--- config.mk ---
export PLATFORM = sky130hd
export DESIGN_NAME = signed_integer_to_radix_text
export DESIGN_NICKNAME = d
export VERILOG_FILES = /design/src/rtl/sirt_pkg.sv /design/src/rtl/sirt_ctrl.sv /design/src/rtl/sirt_datapath.sv /design/src/rtl/signed_integer_to_radix_text.sv
export SDC_FILE = /design/constraint.sdc
export NUM_CORES = 1
export LEC_CHECK = 0
export BUFFER_PORTS_ARGS = -buffer_cell sky130_fd_sc_hd__buf_2
export CORE_MARGIN = 1
export CORE_UTILIZATION = 60
export DETAILED_ROUTE_END_ITERATION = 7
export GPL_TIMING_DRIVEN = 0
export PLACE_DENSITY = 0.78
export SKIP_CTS_REPAIR_TIMING = 1
export SYNTH_ARGS = -nofsm -noshare
export SYNTH_HDL_FRONTEND = slang
export SYNTH_HIERARCHICAL = 1
export SYNTH_SLANG_ARGS = --single-unit
--- constraint.sdc ---
create_clock -name clk -period 16.5 [get_ports clk]
set_clock_uncertainty 0.1 [all_clocks]
set_input_delay 1.65 -clock clk [delete_from_list [all_inputs] [get_ports clk]]
set_output_delay 1.65 -clock clk [all_outputs]
set_load 0.03 [all_outputs]
--- src/rtl/sirt_pkg.sv ---
// ----------------------------------------------------------------------------
// sirt_pkg
// shared types and constants of the signed integer to radix text block
// ----------------------------------------------------------------------------
package sirt_pkg;

    localparam int NUM_W          = 32;
    localparam int CHAR_W         = 8;
    localparam int MAX_RADIX      = 16;
    localparam int DIGIT_W        = $clog2(MAX_RADIX);
    localparam int RADIX_W        = 5;
    localparam int CFG_W          = 64;
    localparam int CFG_IDX_W      = 2;
    localparam int ALPHA_W        = MAX_RADIX * CHAR_W;
    localparam int STACK_DEPTH    = NUM_W;
    localparam int STACK_IDX_W    = $clog2(STACK_DEPTH);
    localparam int DEPTH_W        = STACK_IDX_W + 1;
    localparam int BITS_PER_STEP  = 8;
    localparam int STEPS_PER_DIG  = NUM_W / BITS_PER_STEP;
    localparam int STEP_W         = $clog2(STEPS_PER_DIG);

    localparam logic [CHAR_W-1:0] CHAR_PLUS  = 8'h2B;
    localparam logic [CHAR_W-1:0] CHAR_MINUS = 8'h2D;

    localparam logic [CFG_IDX_W-1:0] REG_RADIX      = 2'd0;
    localparam logic [CFG_IDX_W-1:0] REG_ALPHA_LOW  = 2'd1;
    localparam logic [CFG_IDX_W-1:0] REG_ALPHA_HIGH = 2'd2;

    typedef enum logic [2:0] {
        ST_IDLE,
        ST_CHECK,
        ST_DIVIDE,
        ST_SIGN,
        ST_DIGITS
    } state_t;

    typedef struct packed {
        logic load_number;
        logic div_step;
        logic load_sign;
        logic load_digit;
    } cmd_t;

    typedef struct packed {
        logic alphabet_ok;
        logic div_done;
        logic negative;
        logic depth_one;
        logic out_free;
    } status_t;

endpackage

--- src/rtl/sirt_ctrl.sv ---
// ----------------------------------------------------------------------------
// sirt_ctrl
// sequencer: alphabet check, digit loop, then sign and digit emission
// ----------------------------------------------------------------------------
module sirt_ctrl (
    input  logic               clk,
    input  logic               rst_n,
    input  logic               in_valid,
    output logic               in_ready,
    input  sirt_pkg::status_t  status,
    output sirt_pkg::cmd_t     cmd
);

    sirt_pkg::state_t state_reg;
    sirt_pkg::state_t state_next;

    always_ff @(posedge clk or negedge rst_n)
    begin
        if (!rst_n)
        begin
            state_reg <= sirt_pkg::ST_IDLE;
        end
        else
        begin
            state_reg <= state_next;
        end
    end

    always_comb
    begin
        state_next = state_reg;
        cmd        = '0;
        in_ready   = 1'b0;
        unique case (state_reg)
            sirt_pkg::ST_IDLE:
            begin
                in_ready = 1'b1;
                if (in_valid)
                begin
                    cmd.load_number = 1'b1;
                    state_next      = sirt_pkg::ST_CHECK;
                end
            end
            sirt_pkg::ST_CHECK:
            begin
                // bad alphabet: drop the word, nothing is emitted
                if (status.alphabet_ok)
                begin
                    state_next = sirt_pkg::ST_DIVIDE;
                end
                else
                begin
                    state_next = sirt_pkg::ST_IDLE;
                end
            end
            sirt_pkg::ST_DIVIDE:
            begin
                cmd.div_step = 1'b1;
                if (status.div_done)
                begin
                    state_next = status.negative ? sirt_pkg::ST_SIGN
                                                 : sirt_pkg::ST_DIGITS;
                end
            end
            sirt_pkg::ST_SIGN:
            begin
                if (status.out_free)
                begin
                    cmd.load_sign = 1'b1;
                    state_next    = sirt_pkg::ST_DIGITS;
                end
            end
            sirt_pkg::ST_DIGITS:
            begin
                if (status.out_free)
                begin
                    cmd.load_digit = 1'b1;
                    if (status.depth_one)
                    begin
                        state_next = sirt_pkg::ST_IDLE;
                    end
                end
            end
            default:
            begin
                state_next = sirt_pkg::ST_IDLE;
            end
        endcase
    end

endmodule

--- src/rtl/sirt_datapath.sv ---
// ----------------------------------------------------------------------------
// sirt_datapath
// config registers, alphabet check, digit divider, digit stack, output word
// ----------------------------------------------------------------------------
module sirt_datapath (
    input  logic                               clk,
    input  logic                               rst_n,
    input  logic                               cfg_we,
    input  logic [sirt_pkg::CFG_IDX_W-1:0]     cfg_index,
    input  logic [sirt_pkg::CFG_W-1:0]         cfg_data,
    input  logic [sirt_pkg::NUM_W-1:0]         number,
    input  sirt_pkg::cmd_t                     cmd,
    output sirt_pkg::status_t                  status,
    output logic                               out_valid,
    input  logic                               out_ready,
    output logic [sirt_pkg::CHAR_W-1:0]        out_char,
    output logic                               out_last
);

    // configuration
    logic [sirt_pkg::RADIX_W-1:0]   radix_reg;
    logic [sirt_pkg::CFG_W-1:0]     alpha_low_reg;
    logic [sirt_pkg::CFG_W-1:0]     alpha_high_reg;
    logic [sirt_pkg::ALPHA_W-1:0]   alphabet;

    // divider and digit stack
    logic [sirt_pkg::NUM_W-1:0]     work_reg;
    logic [sirt_pkg::NUM_W-1:0]     work_next;
    logic [sirt_pkg::DIGIT_W-1:0]   rem_reg;
    logic [sirt_pkg::DIGIT_W-1:0]   rem_next;
    logic [sirt_pkg::STEP_W-1:0]    step_reg;
    logic                           neg_reg;
    logic [sirt_pkg::DIGIT_W-1:0]   stack_reg [sirt_pkg::STACK_DEPTH];
    logic [sirt_pkg::DEPTH_W-1:0]   depth_reg;
    logic [sirt_pkg::DEPTH_W-1:0]   depth_dec;
    logic [sirt_pkg::DIGIT_W-1:0]   top_digit;
    logic                           last_step;

    // output word
    logic                           out_valid_reg;
    logic [sirt_pkg::CHAR_W-1:0]    out_char_reg;
    logic                           out_last_reg;

    logic                           alpha_ok;
    logic [sirt_pkg::BITS_PER_STEP-1:0] qbits;

    assign alphabet = {alpha_high_reg, alpha_low_reg};

    always_ff @(posedge clk or negedge rst_n)
    begin
        if (!rst_n)
        begin
            radix_reg      <= '0;
            alpha_low_reg  <= '0;
            alpha_high_reg <= '0;
        end
        else if (cfg_we)
        begin
            if (cfg_index == sirt_pkg::REG_RADIX)
            begin
                radix_reg <= cfg_data[sirt_pkg::RADIX_W-1:0];
            end
            if (cfg_index == sirt_pkg::REG_ALPHA_LOW)
            begin
                alpha_low_reg <= cfg_data;
            end
            if (cfg_index == sirt_pkg::REG_ALPHA_HIGH)
            begin
                alpha_high_reg <= cfg_data;
            end
        end
    end

    // alphabet check: radix range, reserved bytes and pairwise duplicates among used digits
    always_comb
    begin
        logic [sirt_pkg::CHAR_W-1:0] ci;
        alpha_ok = (radix_reg >= sirt_pkg::RADIX_W'(2))
                && (radix_reg <= sirt_pkg::RADIX_W'(sirt_pkg::MAX_RADIX));
        for (int i = 0; i < sirt_pkg::MAX_RADIX; i++)
        begin
            ci = alphabet[i*sirt_pkg::CHAR_W +: sirt_pkg::CHAR_W];
            if (sirt_pkg::RADIX_W'(i) < radix_reg)
            begin
                if (ci == '0 || ci == sirt_pkg::CHAR_PLUS || ci == sirt_pkg::CHAR_MINUS)
                begin
                    alpha_ok = 1'b0;
                end
                for (int j = i + 1; j < sirt_pkg::MAX_RADIX; j++)
                begin
                    if (sirt_pkg::RADIX_W'(j) < radix_reg
                        && alphabet[j*sirt_pkg::CHAR_W +: sirt_pkg::CHAR_W] == ci)
                    begin
                        alpha_ok = 1'b0;
                    end
                end
            end
        end
    end

    // one slice of restoring division: eight quotient bits per cycle
    always_comb
    begin
        logic [sirt_pkg::DIGIT_W:0]   t;
        logic [sirt_pkg::DIGIT_W-1:0] r;
        r     = rem_reg;
        qbits = '0;
        for (int i = 0; i < sirt_pkg::BITS_PER_STEP; i++)
        begin
            t = {r, work_reg[sirt_pkg::NUM_W-1-i]};
            if (t >= radix_reg)
            begin
                qbits[sirt_pkg::BITS_PER_STEP-1-i] = 1'b1;
                r = sirt_pkg::DIGIT_W'(t - radix_reg);
            end
            else
            begin
                r = t[sirt_pkg::DIGIT_W-1:0];
            end
        end
        rem_next  = r;
        work_next = {work_reg[sirt_pkg::NUM_W-sirt_pkg::BITS_PER_STEP-1:0], qbits};
    end

    assign last_step = (step_reg == sirt_pkg::STEP_W'(sirt_pkg::STEPS_PER_DIG - 1));
    assign depth_dec = depth_reg - sirt_pkg::DEPTH_W'(1);
    assign top_digit = stack_reg[depth_dec[sirt_pkg::STACK_IDX_W-1:0]];

    always_ff @(posedge clk or negedge rst_n)
    begin
        if (!rst_n)
        begin
            step_reg  <= '0;
            depth_reg <= '0;
            neg_reg   <= 1'b0;
        end
        else if (cmd.load_number)
        begin
            step_reg  <= '0;
            depth_reg <= '0;
            neg_reg   <= number[sirt_pkg::NUM_W-1];
        end
        else if (cmd.div_step)
        begin
            step_reg <= step_reg + sirt_pkg::STEP_W'(1);
            if (last_step)
            begin
                depth_reg <= depth_reg + sirt_pkg::DEPTH_W'(1);
            end
        end
        else if (cmd.load_digit)
        begin
            depth_reg <= depth_dec;
        end
    end

    always_ff @(posedge clk)
    begin
        if (cmd.load_number)
        begin
            // magnitude as unsigned, so the most negative value is exact
            work_reg <= number[sirt_pkg::NUM_W-1] ? (~number + sirt_pkg::NUM_W'(1)) : number;
            rem_reg  <= '0;
        end
        else if (cmd.div_step)
        begin
            work_reg <= work_next;
            if (last_step)
            begin
                rem_reg <= '0;
                stack_reg[depth_reg[sirt_pkg::STACK_IDX_W-1:0]] <= rem_next;
            end
            else
            begin
                rem_reg <= rem_next;
            end
        end
    end

    always_ff @(posedge clk or negedge rst_n)
    begin
        if (!rst_n)
        begin
            out_valid_reg <= 1'b0;
        end
        else if (cmd.load_sign || cmd.load_digit)
        begin
            out_valid_reg <= 1'b1;
        end
        else if (out_ready)
        begin
            out_valid_reg <= 1'b0;
        end
    end

    always_ff @(posedge clk)
    begin
        if (cmd.load_sign)
        begin
            out_char_reg <= sirt_pkg::CHAR_MINUS;
            out_last_reg <= 1'b0;
        end
        else if (cmd.load_digit)
        begin
            out_char_reg <= alphabet[top_digit*sirt_pkg::CHAR_W +: sirt_pkg::CHAR_W];
            out_last_reg <= (depth_reg == sirt_pkg::DEPTH_W'(1));
        end
    end

    assign status.alphabet_ok = alpha_ok;
    assign status.div_done    = last_step && (work_next == '0);
    assign status.negative    = neg_reg;
    assign status.depth_one   = (depth_reg == sirt_pkg::DEPTH_W'(1));
    assign status.out_free    = !out_valid_reg || out_ready;

    assign out_valid = out_valid_reg;
    assign out_char  = out_char_reg;
    assign out_last  = out_last_reg;

endmodule

--- src/rtl/signed_integer_to_radix_text.sv ---
// ----------------------------------------------------------------------------
// signed_integer_to_radix_text
// prints a signed 32-bit number as text in a configured radix and alphabet
// ----------------------------------------------------------------------------
// sequence: the word is taken, the alphabet is checked, then the divider
//   makes D digits, D = number of digits (1 to 32), resolving 8 quotient bits a cycle;
// output: the sign if negative, then the digits, through the single output
//   register, one character a cycle while the output is not stalled
// reset: rst_n clears radix and alphabet to zero (invalid alphabet), the
//   sequencer to idle and the output word to empty
// ----------------------------------------------------------------------------
module signed_integer_to_radix_text (
    input  logic                            clk,
    input  logic                            rst_n,

    // configuration writes: 0 radix, 1 alphabet_low, 2 alphabet_high
    input  logic                            cfg_we,
    input  logic [sirt_pkg::CFG_IDX_W-1:0]  cfg_index,
    input  logic [sirt_pkg::CFG_W-1:0]      cfg_data,

    // input words
    input  logic                            s_tvalid,
    output logic                            s_tready,
    input  logic [sirt_pkg::NUM_W-1:0]      s_tdata,    // [31:0] number

    // output words, one character each
    output logic                            m_tvalid,
    input  logic                            m_tready,
    output logic [sirt_pkg::CHAR_W-1:0]     m_tdata,    // [7:0] character
    output logic                            m_tlast     // last character of the text
);

    sirt_pkg::cmd_t    cmd;
    sirt_pkg::status_t status;

    // sequencer: takes a word only when idle; the output register lets the
    // next word start while the final character still waits downstream
    sirt_ctrl u_ctrl (
        .clk      (clk),
        .rst_n    (rst_n),
        .in_valid (s_tvalid),
        .in_ready (s_tready),
        .status   (status),
        .cmd      (cmd)
    );

    // datapath: config, alphabet check, iterative divider, digit stack and
    // output register; digits come out least significant first and are
    // popped from the stack so the text goes most significant first
    sirt_datapath u_datapath (
        .clk       (clk),
        .rst_n     (rst_n),
        .cfg_we    (cfg_we),
        .cfg_index (cfg_index),
        .cfg_data  (cfg_data),
        .number    (s_tdata),
        .cmd       (cmd),
        .status    (status),
        .out_valid (m_tvalid),
        .out_ready (m_tready),
        .out_char  (m_tdata),
        .out_last  (m_tlast)
    );

endmodule

After elaboration in Yosys (flattened, before gate mapping). Memories as Yosys holds them, arrays and structs flattened. Index checks and enable logic that the tools add are counted. W data, S select, Z words.

Bits in registers: 191. RAM bits: 128. Input port bits: 103. Output and inout bits: 11. Word-level logic and storage cells: 602. Memories: 1.

$add $sub $neg: 12. Order comparisons: 26. Equality and inequality tests: 166. Shift-type cells: 1. Muxes and demuxes: 199. Bitwise gates (word level): 1. Reductions and logical operators: 184.

Memory list: u_datapath.stack_reg (depth 32, bits a word 4, rd ports 1, clocked after Yosys merged registers in 0, write ports 1, RTL line sirt_datapath.sv:33) `logic [sirt_pkg::DIGIT_W-1:0] stack_reg [sirt_pkg::STACK_DEPTH];`.

Operators by type and width (count): $eq A8 B8 Y1 (120); $eq A8 B6 Y1 const B (32); $mux W1 (173); $logic_not A8 Y1 (16); $shiftx A128 B8 Y8 (1); $logic_and A1 B1 Y1 (122); $mux W32 (3); $ge A5 B5 Y1 (8); $lt A4 B5 Y1 const A (8); $mux W4 (9); $logic_or A1 B1 Y1 (34); $add A32 B1 Y32 const B (1); $logic_not A32 Y1 (1); $not A32 Y32 (1); $sub A4 B4 Y4 (8); $mux W6 (4); $lt A3 B5 Y1 const A (4); $mux W3 (6); $pmux W3 S5 (1); $lt A1 B5 Y1 const A (2); $lt A2 B5 Y1 const A (2); $ne A2 B2 Y1 const B (5); $reduce_and A2 Y1 (4); $add A6 B1 Y6 const B (1); other kinds (18) (23).

Longest topological paths before layout. Gate-level depths: netlist (run 1).

Depth after elaboration: 157. Depth in mapped cells: 70. Gate-level depth less buffers: 65.

Modules after synthesis. The synthesis (run 1) kept the hierarchy.

By module, submodules not included: sirt_datapath (times used 1, cells each 2951, area each 28607.4 µm², seq. area each 8643.3 µm²); sirt_ctrl (times used 1, cells each 25, area each 241.5 µm², seq. area each 75.1 µm²).

Worst setup path after synthesis (run 1). Ideal clock, no wire load.

Kind: register -> register. From: register u_datapath/radix_reg[1] (netlist name). To: memory u_datapath/stack_reg[0][2] (netlist name) (data pin). Library setup time: 0.464 ns. Arrival: 13.245 ns. Data required time: 15.936 ns. Slack: 2.691 ns. Stages on the path, launching flop included: 66. Buffers on the path: 5. Period minus slack after synthesis: 13.809 ns. Cell sequence: dfrtp_1 > clkbuf_1 > inv_1 > ha_1 > nor2b_1 > o21ai_0 > nand3b_1 > a21o_1 > a21o_1 > clkbuf_1 > mux2i_1 > ha_1 > a21o_1 > a21o_1 > a21o_1 > a21o_1 > mux2_2 > inv_1 > [30 not listed] > mux2_2 > inv_1 > ha_1 > nor2b_1 > o21ai_0 > a31oi_1 > o21ai_0 > nand2b_1 > clkbuf_1 > mux2_2 > inv_1 > ha_1 > a21o_1 > a21o_1 > a21o_1 > a21o_1 > clkbuf_1 > o21ai_0.

Word-level cells in the longest chain between the ends: 16. Elaborated cells between the ends (all ways): 24. Those cells by class: add/sub (8); order compare (8); mux (8).

RTL lines: from (decl) (RTL line sirt_datapath.sv:21) `logic [sirt_pkg::RADIX_W-1:0] radix_reg;`; from (signal assigned) (RTL line sirt_datapath.sv:61) `radix_reg <= cfg_data[sirt_pkg::RADIX_W-1:0];`; $sub A4 B4 Y4 or $ge A5 B5 Y1 (tied branches) (RTL line sirt_datapath.sv:114, sirt_datapath.sv:111); $mux W4 (RTL line sirt_datapath.sv:111) `if (t >= radix_reg)`; $sub A4 B4 Y4 or $ge A5 B5 Y1 (tied branches) (RTL line sirt_datapath.sv:114, sirt_datapath.sv:111); $mux W4 (RTL line sirt_datapath.sv:111); $sub A4 B4 Y4 or $ge A5 B5 Y1 (tied branches) (RTL line sirt_datapath.sv:114, sirt_datapath.sv:111); $mux W4 (RTL line sirt_datapath.sv:111); $ge A5 B5 Y1 or $sub A4 B4 Y4 (tied branches) (RTL line sirt_datapath.sv:111, sirt_datapath.sv:114); $mux W4 (RTL line sirt_datapath.sv:111); $sub A4 B4 Y4 or $ge A5 B5 Y1 (tied branches) (RTL line sirt_datapath.sv:114, sirt_datapath.sv:111); $mux W4 (RTL line sirt_datapath.sv:111); $sub A4 B4 Y4 or $ge A5 B5 Y1 (tied branches) (RTL line sirt_datapath.sv:114, sirt_datapath.sv:111); $mux W4 (RTL line sirt_datapath.sv:111); $ge A5 B5 Y1 or $sub A4 B4 Y4 (tied branches) (RTL line sirt_datapath.sv:111, sirt_datapath.sv:114); $mux W4 (RTL line sirt_datapath.sv:111); $sub A4 B4 Y4 or $ge A5 B5 Y1 (tied branches) (RTL line sirt_datapath.sv:114, sirt_datapath.sv:111); $mux W4 (*) (RTL line sirt_datapath.sv:111); net u_datapath.rem_next, one bit (RTL line sirt_datapath.sv:30) `logic [sirt_pkg::DIGIT_W-1:0] rem_next;`; to (decl) (RTL line sirt_datapath.sv:33).

The timed path passes the listed nets; every way through them passes the cells marked *.

==> impl_metrics.tcl, run 1 <==
set metrics [dict create \
    status "finished with violations" \
    violations "max-capacitance violations, max-slew violations" \
    firstDrtPassIters 7 \
    worst_slack_ns 0.7572 \
    grt_pass1_vias 26719 \
    syn_to_final_growth_pct 9.546 \
    dr_total_vias 27344 \
    drcViolationCount 0 \
    die_y_um 221.3 \
    async_flop_share_pct 45.77 \
    finalSetupViolations 0 \
    grt_max_degree 78 \
    clkLatencyLatePin_ns 0.62 \
    nets 3296 \
    clock_sinks 319 \
    start_util_pct 61.44 \
    crit_buf_inv 11 \
    worst_path_max_delay_cell "dfrtp_2" \
    hold_viol_final 0 \
    fmax_mhz 63.52 \
    synth_nets 3134 \
    endpoint_kind "flop" \
    placed_cell_area_um2 30330 \
    crit_family "compound AO/OA/AOI/OAI gates" \
    grt_pass1_wl_um 186500 \
    rsz0062_at_grt "false" \
    max_stage_delay_ns 0.63 \
    avgSynthCellArea_um2 9.694 \
    num_io_pins 114 \
    min_period_ns 15.74 \
    design_area_um2 31600 \
    hold_class "flop to flop" \
    synth_top_flop_cell "edfxtp_1" \
    die_w_um 221.3 \
    cp.arrival_ns 16.15 \
    tritoncts "yes" \
    antenna_found_initial 13 \
    ys_warn_count 6 \
    dieArea_um2 48960 \
    synth_cell_types 76 \
    synth_top_area_cell "xor2_1" \
    most-common-layout-cells "568 x xor2_1, 459 x xnor2_1, 188 x clkbuf_1" \
    maxCapViolCount 10 \
    pre_cts_slack_ns 0.4427 \
    htreeDepth 2 \
    final_util_pct 67.31 \
    cpMostUsedCell "a21o_1" \
    netlist_area_um2 28850 \
    numCtsBuffers 35 \
    synthTopCellsByArea "xor2_1 17%, edfxtp_1 17%, xnor2_1 14%" \
    wl_per_cell_um 34.90 \
    synth_edf_count 160 \
    place_hpwl_um 88150 \
    grt_overflow 0 \
    clockBufferDepth 3 \
    placementRows 79 \
    slew_headroom_pct -11.67 \
    final_common_cell "xor2_1" \
    crit_type "flop to flop" \
    viasPerCell 7.230 \
    drt.antenna.violating_nets 0 \
    place.gp.congestion 1.074 \
    finalSetupTns_ns 0 \
    worst_slew_pin_slew_ns 1.675 \
    yosys_register_bits 319 \
    clk_transition_reported_paths_ns 0.07 \
    crit_required_ns 16.91 \
    synthCells 2976 \
    drt-initial-drc-count 4979 \
    fill_cells 3572 \
    io_buffers 113 \
    period_share_pct 95.41 \
    track_usage_pct 52.93 \
    seq_area_frac_synth_pct 30.22 \
    startpoint_type "flop" \
    synth.top_cell.area_share_pct 17.24 \
    path_max_fanout 10 \
    cts-root-buf "clkbuf_16" \
    drive_gt1_share_pct 14.44 \
    largest_register_ffs 128 \
    drt-total-wl_um 132000 \
    core-area_um2 46950 \
    report.final.slew_viol_count 108 \
]
Yosys cell counts (all sizes together) (9+ instances only):
library cell / number
a211oi: 10
a21o: 28
a21oi: 73
a31oi: 29
buf: 145
clkbuf: 187
dfrtp: 146
dfxtp: 13
edfxtp: 160
ha: 47
inv: 34
mux2: 186
mux2i: 47
mux4: 36
nand2: 51
nand2b: 12
nand3: 61
nand3b: 12
nand4: 134
nor2: 110
nor2b: 19
nor3: 67
nor4: 142
o21ai: 55
o22ai: 13
o31ai: 9
o41ai: 9
or3: 9
or4: 17
xnor2: 460
xor2: 569
stage by stage:
stage                     hold WS [ns]  std cells
after floorplan                 0.3820       2976
after global placement          0.3616       3696
after detailed placement        0.3589       3703
after CTS                       0.3771       3766
after global routing            0.4133       3771
final                           0.3723       3782
worst register-to-register path, delay by kind of cell (launching register included):
kind,cells,cell delay (ns)
AND/OR/NAND/NOR,13,2.22
AO/OA/AOI/OAI,32,6.11
buffers and inverters,11,2.34
multiplexers,5,1.85
flip-flops,1,0.63
adder cells (fa/ha/maj),8,2.35
per-layer routing:
layer  vias up  GRT usage (%)  part of all wire, %
met5         -              0                 0.10
met4        14          41.71                  9.7
met3       898          22.73                   15
met2      2685          76.37                   41
met1     12990          61.62                   34
li1      10757              -                    -
cell type report:
type / count / area, µm² / area share (%)
Clock inverter: 18 / 239.0 / 0.7562
Antenna cell: 11 / 27.53 / 0.08710
Buffer: 332 / 1389 / 4.395
Sequential cell: 319 / 8720 / 27.59
Inverter: 35 / 135.1 / 0.4276
Tap cell: 607 / 759.5 / 2.403
Multi-Input combinational cell: 2290 / 18670 / 59.08
Timing Repair Buffer: 125 / 704.4 / 2.229
Clock buffer: 45 / 957.2 / 3.029
worst paths after layout:
kind | cells past startpoint | start | end | slack, ns
max | 69 | u_datapath/radix_reg[1] | u_ctrl/state_reg[2] | 0.76
max reg2reg | 69 | u_datapath/radix_reg[1] | u_ctrl/state_reg[2] | 0.76
min reg2reg | 1 | u_datapath/out_char[6] | u_datapath/out_char[6] | 0.37
min in group asynchronous | 1 | rst_n | u_datapath/alpha_low_reg[24] | 0.97
max in group asynchronous | 2 | rst_n | u_datapath/alpha_high_reg[63] | 14.39
min | 1 | u_datapath/out_char[6] | u_datapath/out_char[6] | 0.37
cells by family (layout without fill, tap and decap cells):
family,count (synthesis),after routing,share of synthesized area [%]
AND/OR/NAND/NOR,657,657,12.59
other,0,11,0
AO/OA/AOI/OAI,280,280,6.258
XOR/XNOR,1029,1029,31.29
buffers and inverters,367,555,5.252
multiplexers,269,269,11.80
adder cells (fa/ha/maj),55,55,2.594
flip-flops,319,319,30.22
Power of run 1 is not shown: default switching activity piles up to over one toggle a cycle in this logic, so the estimate is an artifact.
==> run 2, diff against run 1 <==
--- a/config.mk
+++ b/config.mk
@@ -10,7 +10,7 @@
 export CORE_UTILIZATION = 60
 export DETAILED_ROUTE_END_ITERATION = 7
 export GPL_TIMING_DRIVEN = 0
-export PLACE_DENSITY = 0.78
+export PLACE_DENSITY = 0.82
 export SKIP_CTS_REPAIR_TIMING = 1
 export SYNTH_ARGS = -nofsm -noshare
 export SYNTH_HDL_FRONTEND = slang
==> run 2 against run 1 <==
  * The run ends with design-rule violations, max-capacitance violations, max-slew violations left
  * Cell count barely moved
  * Critical endpoint unchanged
  * Sequential share of layout area rose by 0.064 points
  * Critical path type unchanged
  * Setup slack got worse by 0.13 ns
  * Register-to-register slack got worse by 0.13 ns
  * Sequential cell count did not move
==> impl_metrics.tcl, run 2 (same netlist as run 1, synthesis figures left out) <==
set metrics [dict create \
    cp.arrival_ns 16.25 \
    hold_viol_final 0 \
    finalSetupTns_ns 0 \
    hold_ws_ns 0.3796 \
    dieArea_um2 48960 \
    htreeDepth 2 \
    clockBufferDepth 3 \
    maxCapViolCount 6 \
    wl_per_cell_um 34.65 \
    placed_cell_area_um2 30330 \
    design_area_um2 31530 \
    cpMostUsedCell "a21o_1" \
    largest_register_ffs 128 \
    grt_pass1_vias 26249 \
    clk_transition_reported_paths_ns 0.07 \
    start_util_pct 61.44 \
    r2r-start "u_datapath/radix_reg[2]" \
    viasPerCell 7.195 \
    final_common_cell "xor2_1" \
    drt-total-wl_um 131000 \
    slew_headroom_pct -4.645 \
    placementRows 79 \
    endpoint_kind "flop" \
    min_from "u_datapath/out_char[7]" \
    most-common-layout-cells "568 x xor2_1, 459 x xnor2_1, 194 x clkbuf_1" \
    startpoint "u_datapath/radix_reg[2]" \
    num_io_pins 114 \
    fmax_mhz 62.98 \
    violations "design-rule violations, max-capacitance violations, max-slew violations" \
    numCtsBuffers 35 \
    drt-initial-drc-count 4647 \
    crit_required_ns 16.87 \
    drt.antenna.violating_nets 0 \
    clkLatencyLatePin_ns 0.61 \
    drcViolationCount 2 \
    grt_max_degree 88 \
    die_w_um 221.3 \
    syn_to_final_growth_pct 9.294 \
    core-area_um2 46950 \
    antenna_found_initial 16 \
    startpoint_type "flop" \
    dr_total_vias 27203 \
    clock_sinks 319 \
    path_max_fanout 14 \
    die_y_um 221.3 \
    tritoncts "yes" \
    io_buffers 113 \
    grt_overflow 0 \
    finalSetupViolations 0 \
    crit_type "flop to flop" \
    report.final.slew_viol_count 55 \
    grt_pass1_wl_um 184500 \
    min_period_ns 15.88 \
    place_hpwl_um 88750 \
    worst_slew_pin_slew_ns 1.570 \
    period_share_pct 96.22 \
    firstDrtPassIters 8 \
    max_stage_delay_ns 0.56 \
    cts-root-buf "clkbuf_16" \
    worst_path_max_delay_cell "inv_1" \
    track_usage_pct 52.38 \
    nets 3299 \
    hold_class "flop to flop" \
    drive_gt1_share_pct 14.31 \
    status "finished with violations" \
    place.gp.congestion 1.084 \
    final_util_pct 67.16 \
]
run 2: layout make-up:
type | instances | area (µm²)
Antenna cell | 8 | 20.02
Buffer | 331 | 1383
Clock buffer | 47 | 940.9
Clock inverter | 15 | 163.9
Fill cell | 3563 | 15420
Inverter | 35 | 138.9
Multi-Input combinational cell | 2290 | 18670
Sequential cell | 319 | 8720
Tap cell | 607 | 759.5
Timing Repair Buffer | 129 | 730.7
run 2: per-stage QoR:
step	cells	worst slack, ns
3_3_place_gp	3696	-0.8307
4_1_cts	3766	0.09460
5_1_grt	3773	-0.03539
2_1_floorplan	2976	2.691
6_report	3781	0.6231
3_5_place_dp	3704	0.3218
run 2: worst paths after layout:
path                                                 end  slack, ns  cells past startpoint
min reg2reg                       u_datapath/out_char[7]       0.38                      1
min                               u_datapath/out_char[7]       0.38                      1
max reg2reg                          u_ctrl/state_reg[2]       0.62                     67
max in group asynchronous  u_datapath/alpha_high_reg[51]      14.35                      2
min in group asynchronous   u_datapath/alpha_low_reg[24]       0.94                      1
max                                  u_ctrl/state_reg[2]       0.62                     67
run 2: metal layers:
layer  track usage (%)  vias up  routed length [µm]
li1                  -    10762                   -
met1             60.67    12927               43920
met2             76.27     2606               53930
met3             22.36      892               20040
met4             40.79       16               13020
met5                 0        -                 107
run 2: critical path, delay by kind of cell (launching register included):
family | cells | cell delay [ns]
AO/OA/AOI/OAI | 29 | 5.31
buffers and inverters | 11 | 2.79
multiplexers | 7 | 2.64
adder cells (fa/ha/maj) | 8 | 2.39
AND/OR/NAND/NOR | 12 | 2.12
flip-flops | 1 | 0.35
Power of run 2 is left out for the same reason.
